--- config.mk ---
export PLATFORM = sky130hd
export DESIGN_NAME = uart_8n1_transceiver_with_timeout_core
export DESIGN_NICKNAME = d
export VERILOG_FILES = /design/src/hdl/u8nt_pkg.sv /design/src/hdl/u8nt_tx.sv /design/src/hdl/u8nt_rx.sv /design/src/hdl/uart_8n1_transceiver_with_timeout_core.sv
export SDC_FILE = /design/constraint.sdc
export NUM_CORES = 1
export LEC_CHECK = 0
export BUFFER_PORTS_ARGS = -buffer_cell sky130_fd_sc_hd__buf_2
export CAP_MARGIN = 30
export CELL_PAD_IN_SITES_DETAIL_PLACEMENT = 1
export CELL_PAD_IN_SITES_GLOBAL_PLACEMENT = 2
export CORE_UTILIZATION = 30
export CTS_BUF_LIST = sky130_fd_sc_hd__clkbuf_4 sky130_fd_sc_hd__clkbuf_8
export DETAILED_ROUTE_END_ITERATION = 10
export PLACE_DENSITY_LB_ADDON = 0.1
export SYNTH_ARGS = -nofsm -noshare
export SYNTH_HDL_FRONTEND = slang
export SYNTH_SLANG_ARGS = --single-unit
--- constraint.sdc ---
create_clock -name clk -period 11.28 [get_ports clk]
set_input_delay 0.564 -clock clk [delete_from_list [all_inputs] [get_ports clk]]
set_output_delay 0.564 -clock clk [all_outputs]
set_load 0.01 [all_outputs]
--- src/hdl/u8nt_pkg.sv ---
// Shared constants and types for the 8N1 UART transceiver with start-edge timeout.
package u8nt_pkg;

  localparam int DATA_BITS  = 8;
  localparam int FRAME_BITS = DATA_BITS + 2;

  localparam int PERIOD_W   = 16;
  localparam int LIMIT_W    = 32;
  localparam int RX_TICK_W  = 20;
  localparam int BITS_W     = 4;
  localparam int TARGET_W   = RX_TICK_W + 1;

  localparam logic [PERIOD_W-1:0] BIT_PERIOD_RESET = 16'd104;
  localparam logic [LIMIT_W-1:0]  TIMEOUT_RESET    = 32'h7fff_f000;

  // configuration register indexes
  localparam logic CFG_BIT_PERIOD = 1'b0;
  localparam logic CFG_TIMEOUT    = 1'b1;

  localparam int IN_TDATA_W  = 16;
  localparam int OUT_TDATA_W = 16;

  typedef struct packed {
    logic level;
    logic busy;
  } tx_out_t;

  typedef struct packed {
    logic       busy;
    logic       valid;
    logic [7:0] data;
    logic       timed_out;
  } rx_out_t;

endpackage

--- src/hdl/u8nt_tx.sv ---
// Transmit side: frame shifter and bit timer, one line tick per advance.
module u8nt_tx (
  input  logic                          clk,
  input  logic                          rst,
  input  logic                          adv,
  input  logic                          send_request,
  input  logic [7:0]                    send_byte,
  input  logic [u8nt_pkg::PERIOD_W-1:0] bit_period,
  output u8nt_pkg::tx_out_t             tx_out
);

  logic [u8nt_pkg::FRAME_BITS-1:0] shift, shift_next, shift_ld;
  logic [u8nt_pkg::PERIOD_W-1:0]   tick, tick_next, tick_ld, tick_inc;
  logic                            load;
  logic                            busy;

  always_comb begin
    load     = (shift == '0) && send_request;
    shift_ld = load ? {1'b1, send_byte[u8nt_pkg::DATA_BITS-1:0], 1'b0} : shift;
    tick_ld  = load ? '0 : tick;
    busy     = (shift_ld != '0);
    tick_inc = tick_ld + 1'b1;
    shift_next = shift_ld;
    tick_next  = tick_ld;
    if (busy) begin
      // a wrapped count also ends the bit; periods of 0 and 1 hold one tick
      if ((tick_inc >= bit_period) || (tick_inc == '0)) begin
        shift_next = shift_ld >> 1;
        tick_next  = '0;
      end else begin
        tick_next = tick_inc;
      end
    end
    tx_out.busy  = busy;
    tx_out.level = busy ? shift_ld[0] : 1'b1;
  end

  always_ff @(posedge clk) begin
    if (rst) begin
      shift <= '0;
      tick  <= '0;
    end else if (adv) begin
      shift <= shift_next;
      tick  <= tick_next;
    end
  end

endmodule

--- src/hdl/u8nt_rx.sv ---
// Receive side: arm, wait for idle, wait for start edge with timeout, sample data bits.
module u8nt_rx (
  input  logic                          clk,
  input  logic                          rst,
  input  logic                          adv,
  input  logic                          rx_level,
  input  logic                          receive_request,
  input  logic [u8nt_pkg::PERIOD_W-1:0] bit_period,
  input  logic [u8nt_pkg::LIMIT_W-1:0]  edge_timeout_limit,
  output u8nt_pkg::rx_out_t             rx_out
);

  localparam logic [1:0] PH_IDLE      = 2'd0;
  localparam logic [1:0] PH_WAIT_HIGH = 2'd1;
  localparam logic [1:0] PH_WAIT_EDGE = 2'd2;
  localparam logic [1:0] PH_SAMPLE    = 2'd3;

  logic [1:0]                       phase, phase_next, phase_ld;
  logic [u8nt_pkg::RX_TICK_W-1:0]   tick, tick_next, tick_ld, tick_inc;
  logic [u8nt_pkg::LIMIT_W-1:0]     wait_cnt, wait_next, wait_ld, wait_inc;
  logic [7:0]                       shift, shift_next, shift_ld;
  logic [u8nt_pkg::BITS_W-1:0]      bits, bits_next, bits_ld, bits_inc;
  logic [u8nt_pkg::BITS_W:0]        bits_p1;
  logic [u8nt_pkg::TARGET_W-1:0]    target;
  logic                             arm;
  logic                             valid;
  logic                             timed_out;

  always_comb begin
    arm      = (phase == PH_IDLE) && receive_request;
    phase_ld = arm ? PH_WAIT_HIGH : phase;
    tick_ld  = arm ? '0 : tick;
    wait_ld  = arm ? '0 : wait_cnt;
    shift_ld = arm ? '0 : shift;
    bits_ld  = arm ? '0 : bits;

    phase_next = phase_ld;
    tick_next  = tick_ld;
    wait_next  = wait_ld;
    shift_next = shift_ld;
    bits_next  = bits_ld;
    valid      = 1'b0;
    timed_out  = 1'b0;

    wait_inc = (wait_ld == '1) ? wait_ld : wait_ld + 1'b1;
    tick_inc = tick_ld + 1'b1;
    bits_inc = bits_ld + 1'b1;
    bits_p1  = {1'b0, bits_ld} + 1'b1;
    // sample point: half a bit, plus one bit for the start bit, plus one bit per data bit already taken
    target   = {{(u8nt_pkg::TARGET_W-u8nt_pkg::PERIOD_W+1){1'b0}}, bit_period[15:1]}
             + ({{(u8nt_pkg::TARGET_W-u8nt_pkg::PERIOD_W){1'b0}}, bit_period}
                * {{(u8nt_pkg::TARGET_W-u8nt_pkg::BITS_W-1){1'b0}}, bits_p1});

    unique case (phase_ld)
      PH_IDLE: begin
      end
      PH_WAIT_HIGH: begin
        if (rx_level) begin
          phase_next = PH_WAIT_EDGE;
          wait_next  = '0;
        end
      end
      PH_WAIT_EDGE: begin
        if (!rx_level) begin
          phase_next = PH_SAMPLE;
          tick_next  = '0;
          shift_next = '0;
          bits_next  = '0;
        end else begin
          wait_next = wait_inc;
          if (wait_inc > edge_timeout_limit) begin
            timed_out  = 1'b1;
            phase_next = PH_IDLE;
          end
        end
      end
      PH_SAMPLE: begin
        tick_next = tick_inc;
        if ({1'b0, tick_inc} >= target) begin
          if (rx_level && (bits_ld < 4'd8)) begin
            shift_next[bits_ld[2:0]] = 1'b1;
          end
          bits_next = bits_inc;
          if (bits_inc >= u8nt_pkg::BITS_W'(u8nt_pkg::DATA_BITS)) begin
            valid      = 1'b1;
            phase_next = PH_IDLE;
          end
        end
      end
      default: begin
      end
    endcase

    rx_out.busy      = (phase_next != PH_IDLE);
    rx_out.valid     = valid;
    rx_out.data      = valid ? shift_next : 8'd0;
    rx_out.timed_out = timed_out;
  end

  always_ff @(posedge clk) begin
    if (rst) begin
      phase    <= PH_IDLE;
      tick     <= '0;
      wait_cnt <= '0;
      shift    <= '0;
      bits     <= '0;
    end else if (adv) begin
      phase    <= phase_next;
      tick     <= tick_next;
      wait_cnt <= wait_next;
      shift    <= shift_next;
      bits     <= bits_next;
    end
  end

endmodule

--- src/hdl/uart_8n1_transceiver_with_timeout_core.sv ---
// Top level: input register, transmit and receive logic, result register, config registers.
//
//   channel  dir  handshake          payload
//   s_*      in   s_tvalid/s_tready  s_tdata: one line tick with requests
//   m_*      out  m_tvalid/m_tready  m_tdata: line levels and status for that tick
//   cfg_*    in   cfg_wen            cfg_addr selects register, cfg_wdata value
//
// One word per cycle while m_tready stays high; m_tdata is registered after the tick work.
// All tick work sits between the input register and the result register.
// s_tready drops only while both registers are full and m_tready is low.
// Reset clears the control state and loads the register defaults; no clearing pass.
module uart_8n1_transceiver_with_timeout_core (
  input  logic                                clk,
  input  logic                                rst,
  input  logic                                s_tvalid,
  output logic                                s_tready,
  // [0] rx_level, [1] send_request, [9:2] send_byte, [10] receive_request
  input  logic [u8nt_pkg::IN_TDATA_W-1:0]     s_tdata,
  output logic                                m_tvalid,
  input  logic                                m_tready,
  // [0] tx_level, [1] tx_busy, [2] rx_busy, [3] rx_valid, [11:4] rx_data,
  // [12] rx_timed_out
  output logic [u8nt_pkg::OUT_TDATA_W-1:0]    m_tdata,
  input  logic                                cfg_wen,
  input  logic                                cfg_addr,
  input  logic [u8nt_pkg::LIMIT_W-1:0]        cfg_wdata
);

  logic [u8nt_pkg::PERIOD_W-1:0] bit_period;
  logic [u8nt_pkg::LIMIT_W-1:0]  edge_timeout_limit;

  logic       in_valid;
  logic       in_rx_level;
  logic       in_send_request;
  logic [7:0] in_send_byte;
  logic       in_receive_request;

  logic              out_free;
  logic              adv;
  u8nt_pkg::tx_out_t tx_out;
  u8nt_pkg::rx_out_t rx_out;

  assign out_free = !m_tvalid || m_tready;
  assign adv      = in_valid && out_free;
  assign s_tready = !in_valid || out_free;

  always_ff @(posedge clk) begin
    if (rst) begin
      bit_period         <= u8nt_pkg::BIT_PERIOD_RESET;
      edge_timeout_limit <= u8nt_pkg::TIMEOUT_RESET;
    end else if (cfg_wen) begin
      unique case (cfg_addr)
        u8nt_pkg::CFG_BIT_PERIOD: bit_period         <= cfg_wdata[u8nt_pkg::PERIOD_W-1:0];
        u8nt_pkg::CFG_TIMEOUT:    edge_timeout_limit <= cfg_wdata;
        default: begin
        end
      endcase
    end
  end

  always_ff @(posedge clk) begin
    if (rst) begin
      in_valid <= 1'b0;
    end else if (s_tready) begin
      in_valid <= s_tvalid;
    end
  end

  always_ff @(posedge clk) begin
    if (s_tvalid && s_tready) begin
      in_rx_level        <= s_tdata[0];
      in_send_request    <= s_tdata[1];
      in_send_byte       <= s_tdata[9:2];
      in_receive_request <= s_tdata[10];
    end
  end

  u8nt_tx u_tx (
    .clk          (clk),
    .rst          (rst),
    .adv          (adv),
    .send_request (in_send_request),
    .send_byte    (in_send_byte),
    .bit_period   (bit_period),
    .tx_out       (tx_out)
  );

  u8nt_rx u_rx (
    .clk                (clk),
    .rst                (rst),
    .adv                (adv),
    .rx_level           (in_rx_level),
    .receive_request    (in_receive_request),
    .bit_period         (bit_period),
    .edge_timeout_limit (edge_timeout_limit),
    .rx_out             (rx_out)
  );

  always_ff @(posedge clk) begin
    if (rst) begin
      m_tvalid <= 1'b0;
    end else if (out_free) begin
      m_tvalid <= in_valid;
    end
  end

  always_ff @(posedge clk) begin
    if (adv) begin
      m_tdata <= {3'b000, rx_out.timed_out, rx_out.data, rx_out.valid, rx_out.busy,
                  tx_out.busy, tx_out.level};
    end
  end

endmodule

# == After elaboration in Yosys (flattened, before gate mapping) ==
# Index checks and enable logic that the tools add are counted.
# op_classes
n_addsub,6
multipliers,1
magnitude_cmp,7
n_eq_ne,4
n_mux,36
n_bitwise,2
reduce_logical,19
# op_table
op,n
32-bit 2-to-1 mux,4
32-bit one-hot mux with 2 select lines,1
16-bit 2-to-1 mux,3
20-bit 2-to-1 mux,2
20-bit one-hot mux with 2 select lines,1
"32-bit by 1-bit adder with 32-bit output, second input constant",1
"32-bit == test, second input constant",1
32-bit greater-than comparator,1
8-bit 2-to-1 mux,4
10-bit 2-to-1 mux,3
15-bit by 21-bit adder with 21-bit output,1
20-bit by 21-bit >= comparator with 1-bit output,1
16-bit by 5-bit multiplier with 21-bit output,1
"20-bit by 1-bit adder with 20-bit output, second input constant",1
"16-bit by 1-bit adder with 16-bit output, second input constant",1
16-bit >= comparator,1
16-bit zero test,1
8-bit one-hot mux with 2 select lines,1
2-bit 2-to-1 mux,6
4-bit 2-to-1 mux,3
10-bit zero test,1
10-bit nonzero test,1
8-bit bitwise OR,1
4-bit one-hot mux with 2 select lines,1
other kinds (18),33
# totals
regBits,166
in_bits,54
word_cells,94

# == Logic depth before layout (Yosys ltp) ==
# logic_depth
word_depth,11
depth_mapped,35
depth_no_buf,30

# == Cells and area by module ==
# Synthesis repeated with hierarchy kept, for this count alone.
# unflattened
hier_cells,1608
area_unflattened_um2,13341.5
# modules_own_cells
mod,n_inst,cells_per_inst,area_per_inst_um2
u8nt_rx,1,1099,8353.0
uart_8n1_transceiver_with_timeout_core,1,224,2757.6
u8nt_tx,1,285,2230.9

# == Worst setup path before layout ==
# No wires, ideal clock.
# synth_path
path_type,register to register
startpoint,register in_receive_request
endpoint,register u_rx.phase[0]
t_arrival_ns,7.614
t_required_ns,11.165
setup_slack_ns,3.552
stages_incl_launch_ff,33
n_path_buf,6
synth_period_minus_slack_ns,7.728
cell_sequence,edfxtp_1 -> or3b_1 -> buf_6 -> clkbuf_1 -> clkbuf_1 -> nand2_1 -> inv_1 -> buf_1 -> ha_1 -> xor2_1 -> clkbuf_1 -> nor2_1 -> fa_1 -> inv_1 -> fa_1 -> fa_1 -> inv_1 -> ha_1 -> o21a_1 -> o21a_1 -> o2111ai_1 -> o21ai_0 -> a211oi_1 -> nor2_1 -> xnor2_1 -> ha_1 -> a211o_1 -> o221a_2 -> o22ai_1 -> or3_1 -> buf_4 -> inv_2 -> a2111oi_0
# synth_between
elab_chain_len,8
elab_cells_between_ends,25
cone_classes,5 x add/sub; 1 x mul; 3 x order compare; 4 x eq/ne; 11 x mux; 1 x reduce/logical
# synth_lines
element,line,rtl
from (decl),uart_8n1_transceiver_with_timeout_core.sv:36,logic in_receive_request;
from (signal assigned),uart_8n1_transceiver_with_timeout_core.sv:74,in_receive_request <= s_tdata[10];
1-bit logical AND (*),u8nt_rx.sv:30,arm = (phase == PH_IDLE) && receive_request;
4-bit 2-to-1 mux / 32-bit 2-to-1 mux (equally long branches),"u8nt_rx.sv:35, u8nt_rx.sv:33",
4-bit by 1-bit adder with 5-bit output (tied with other cells),u8nt_rx.sv:48,"bits_p1 = {1'b0, bits_ld} + 1'b1;"
16-bit by 5-bit multiplier with 21-bit output / 32-bit 2-to-1 mux (equally long branches),"u8nt_rx.sv:52, u8nt_rx.sv:45",
15-bit by 21-bit adder with 21-bit output / 32-bit greater-than comparator (equally long branches),"u8nt_rx.sv:51, u8nt_rx.sv:71",
20-bit by 21-bit >= comparator with 1-bit output / 2-bit 2-to-1 mux (equally long branches),"u8nt_rx.sv:79, u8nt_rx.sv:71",
"2-bit 2-to-1 mux, on equally long branches","u8nt_rx.sv:79, u8nt_rx.sv:64",
2-bit one-hot mux with 3 select lines (*),u8nt_rx.sv:54,unique case (phase_ld)
to (signal assigned),u8nt_rx.sv:108,phase <= phase_next;
to (decl),u8nt_rx.sv:18,"logic [1:0] phase, phase_next, phase_ld;"
# Every way passes the cells marked *; elsewhere a longest branch is shown, timed or not.
# A chain may end at the register's enable or synchronous reset.

# == Final worst setup path ==
# layout_path
startpoint,register u_rx.phase[1]
endpoint,register u_rx.phase[0]
# layout_between
elab_chain_len,9
elab_cells_between_ends,26
cone_classes,5 x add/sub; 1 x mul; 3 x order compare; 4 x eq/ne; 11 x mux; 2 x reduce/logical
# layout_lines
element,line
2-bit zero test,u8nt_rx.sv:30
1-bit logical AND,u8nt_rx.sv:30
4-bit 2-to-1 mux / 32-bit 2-to-1 mux (equally long branches),"u8nt_rx.sv:35, u8nt_rx.sv:33"
4-bit by 1-bit adder with 5-bit output (tied with other cells),u8nt_rx.sv:48
16-bit by 5-bit multiplier with 21-bit output / 32-bit 2-to-1 mux (equally long branches),"u8nt_rx.sv:52, u8nt_rx.sv:45"
15-bit by 21-bit adder with 21-bit output / 32-bit greater-than comparator (equally long branches),"u8nt_rx.sv:51, u8nt_rx.sv:71"
20-bit by 21-bit >= comparator with 1-bit output / 2-bit 2-to-1 mux (equally long branches),"u8nt_rx.sv:79, u8nt_rx.sv:71"
"2-bit 2-to-1 mux, on equally long branches","u8nt_rx.sv:79, u8nt_rx.sv:64"
2-bit one-hot mux with 3 select lines (*),u8nt_rx.sv:54
# Marks and branches as above.

==> metrics.yaml <==
logic_synthesis:
  yosysMostFrequentCell: "nand2_1"
  netlist_area_um2: 12740
  ys_seq_elements: 166
  async_reset_ff_share_pct: 0
  ys_top_cells_by_count: "195 x nand2_1, 170 x nor2_1, 149 x inv_1, 142 x dfxtp_1, 102 x ha_1"
  synth_edf_count: 24
  synth_area_leaders: "dfxtp_1 22%, ha_1 10%, fa_1 9.0%"
  synth.distinct_cells: 82
  synth_largest_area_cell: "dfxtp_1"
  avgSynthCellArea_um2: 8.097
  synth_top_area_share_pct: 22.31
  ys_warn_count: 0
  synth_ff_type: "dfxtp_1"
  synthCells: 1574
  yosysSeqAreaShare_pct: 27.96
timing:
  drv_slew: 0
  finalCriticalPeriod_ps: 8708
  final_hold_viol_count: 0
  skew_ps: 36.00
  rsz0062_at_grt: "no"
  post-route-period-util_pct: 77.19
  setup_viol: 0
  worst_pin_slew_ps: 922.3
  clock.fmax_ghz: 0.1148
  setup_tns_ps: 0
  slew_headroom_pct: 38.52
power:
  p_comb_share_pct: 13.9
  switchingPower_mw: 0.3964
  swShare_pct: 30.91
  p_int_mw: 0.8858
  seq_power_share_pct: 49.2
  leakage_nw: 6.014
  total_power_mw: 1.282
  vdd_drop_max_mv: 0.06412
  clock_power_share_pct: 36.9
  p_per_area_nw_per_um2: 91.59
clock_tree:
  postCtsSetupBuffers: 0
  clockBufferDepth: 2
  clock_latency_ps: 580
  numCtsBuffers: 17
  cts.sinks: 166
  ctsResizeCount: 0
  htreeDepth: 4
  clk_pin_slew_ps: 100
  cts_tree: "yes"
  hold_buffers: 0
  clockRootBuffer: "clkbuf_8"
floorplan:
  row_count: 75
  die_h_um: 208.1
  ios: 72
  initial_utilization_pct: 30.38
  dieArea_um2: 43310
  fp.dieW_um: 208.1
  core_um2: 41950
placed_design:
  place.gp.congestion: 0.7820
  placed_cell_area_um2: 13600
  dpl.hpwl_um: 30140
  numPlacedInstances: 2126
  portBuffers: 63
drt:
  via_per_inst: 5.083
  routed_wire_length_per_instance_um: 18.13
  drc: 0
  firstDrtPassIters: 4
  via_count: 10960
  drtIter0Drc: 538
  drtAntennaViolNets: 0
  routed_wl_um: 39110
worst_setup_path:
  cp.required_ps: 11710
  arrival_ps: 9140
  worstRegToRegCells: 27
  timing.rr.end: "u_rx.phase[0]"
  reg2reg_from: "u_rx.phase[1]"
  cp-end-kind: "register"
  timing_worst_setup_path_type: "reg2reg"
  r2r_slack_ps: 2570
  crit_path_max_fanout: 16
  startpoint_type: "register"
layout:
  fin_cells: 2157
  areaGrowthSynthToFinish_pct: 9.847
  layout.nets: 1819
  n_antenna_cell: 0
  fin_util_pct: 33.38
  stdcell_area_um2: 14000
  drive_gt1_share_pct: 9.085
hold_path:
  min_to: "in_send_byte[7]"
  min_path_cells: 1
  min_path_type: "in2reg"
  min_from: "s_tdata[9]"
global_routing:
  grt_usage_pct: 18.88
  grt.overflow.total: 0
  antenna_found_initial: 0
  grt_pass1_wl_um: 62990
  grt_pass1_vias: 11190
  grt_max_degree: 80
run:
  max-cap-violations: 0
run_status:
  status: "finished clean"
flip-flops by register name, indices dropped and copies added, names as in the netlist, 2 cells and up:
register and cells:
edge_timeout_limit 32, bit_period 16, u_rx.shift 8, in_send_byte 8, u_rx.phase 2, u_tx.tick 16, u_rx.bits 4, u_rx.wait_cnt 32
u_tx.shift 10, u_rx.tick 20, m_tdata 13
metal layers:
metal / wire length, um / vias to the layer above / track usage, % / share of wire [%]
li1: - / 5473 / - / -
met2: 18820 / 68 / 31.57 / 48
met1: 18870 / 5395 / 24.83 / 48
met5: 0 / - / 0 / 0
met4: 680 / 0 / 5.390 / 1.7
met3: 745 / 28 / 3.366 / 1.9
power groups by stage:
stage,clock (mW),combinational (mW),sequential [mW]
after floorplan,0,0.121,0.639
after global placement,0,0.180,0.644
after detailed placement,0,0.182,0.645
after CTS,0.498,0.184,0.631
after global routing,0.519,0.204,0.633
final,0.473,0.179,0.630
critical path: stages, from the launching register on:
cell and delay [ps]:
dfxtp_1 600, or3b_1 210, nand2_1 110, inv_1 510
ha_1 380, nand2_1 400, nor2_1 420, nand2_1 150
fa_1 530, fa_1 530, fa_1 560, inv_1 40
ha_1 320, nor2b_1 160, o2111a_1 270, o31ai_1 370
and3_1 270, nor2_1 80, a21o_1 180, a21oi_1 170
xnor2_1 90, ha_1 190, a211o_1 250, o221a_2 250
o22ai_1 600, or3_1 430, inv_2 100, a2111oi_0 380
worst max path at each step:
stage / startpoint / endpoint / slack [ps] / cells past startpoint
floorplan: in_receive_request / u_rx.phase[0] / 3550 / 32
global placement: u_rx.phase[1] / u_rx.phase[1] / 2600 / 27
detailed placement: u_rx.phase[1] / u_rx.phase[1] / 2440 / 28
CTS: u_rx.phase[1] / u_rx.phase[0] / 2400 / 28
global route: u_rx.phase[1] / u_rx.phase[0] / 1910 / 28
finish: u_rx.phase[1] / u_rx.phase[0] / 2570 / 27
cells in the final DEF, fill, tap and decap left out, types with 7 or more instances in the layout:
cell      count
or3_1        17
nand2b_1      8
a221oi_1      8
nor2b_1      11
buf_2        62
o21ai_0      50
edfxtp_1     24
o21bai_1      8
ha_1        102
o21a_1        8
o31ai_1      21
nand3b_1     21
and4_1        9
or2_2         7
nand2_1     195
buf_4        18
a211oi_1      8
clkbuf_8     18
fa_1         57
dfxtp_1     142
a21o_1       23
inv_1       149
nor2_1      168
xor2_1       46
xnor2_1      33
and2_1       33
nor3_1       47
a32o_1        7
nand4_1      19
a31oi_1      11
a22oi_1      28
a21oi_1      98
and3_1       22
nand3_1      38
metrics by stage:
stage | hold slack (ps) | setup slack [ps]
2_1_floorplan | 436.3 | 3552
3_3_place_gp | 445.8 | 2603
3_5_place_dp | 453.1 | 2441
4_1_cts | 123.6 | 2405
5_1_grt | 133.8 | 1912
6_report | 182.4 | 2572
cell type report:
class / count / area (um2)
multi-input combinational: 1190 / 8346
inverter: 150 / 563.0
fill: 5041 / 27950
timing repair buffer: 81 / 456.7
sequential: 166 / 3563
tap: 539 / 674.4
clock inverter: 12 / 141.4
clock buffer: 19 / 255.2
cell families after synthesis:
kind of cell / count (synthesis) / synth area share (%)
xor gates and xnor gates: 80 / 5.557
muxes: 6 / 0.5105
and+or+nand+nor: 627 / 23.75
adders and majority gates: 159 / 18.97
buffers and inverters: 220 / 6.735
DFF: 166 / 27.96
AOI/OAI and AO/OA: 315 / 16.49
other: 1 / 0.02942
Note: power is estimated with default switching activity, not from simulation.
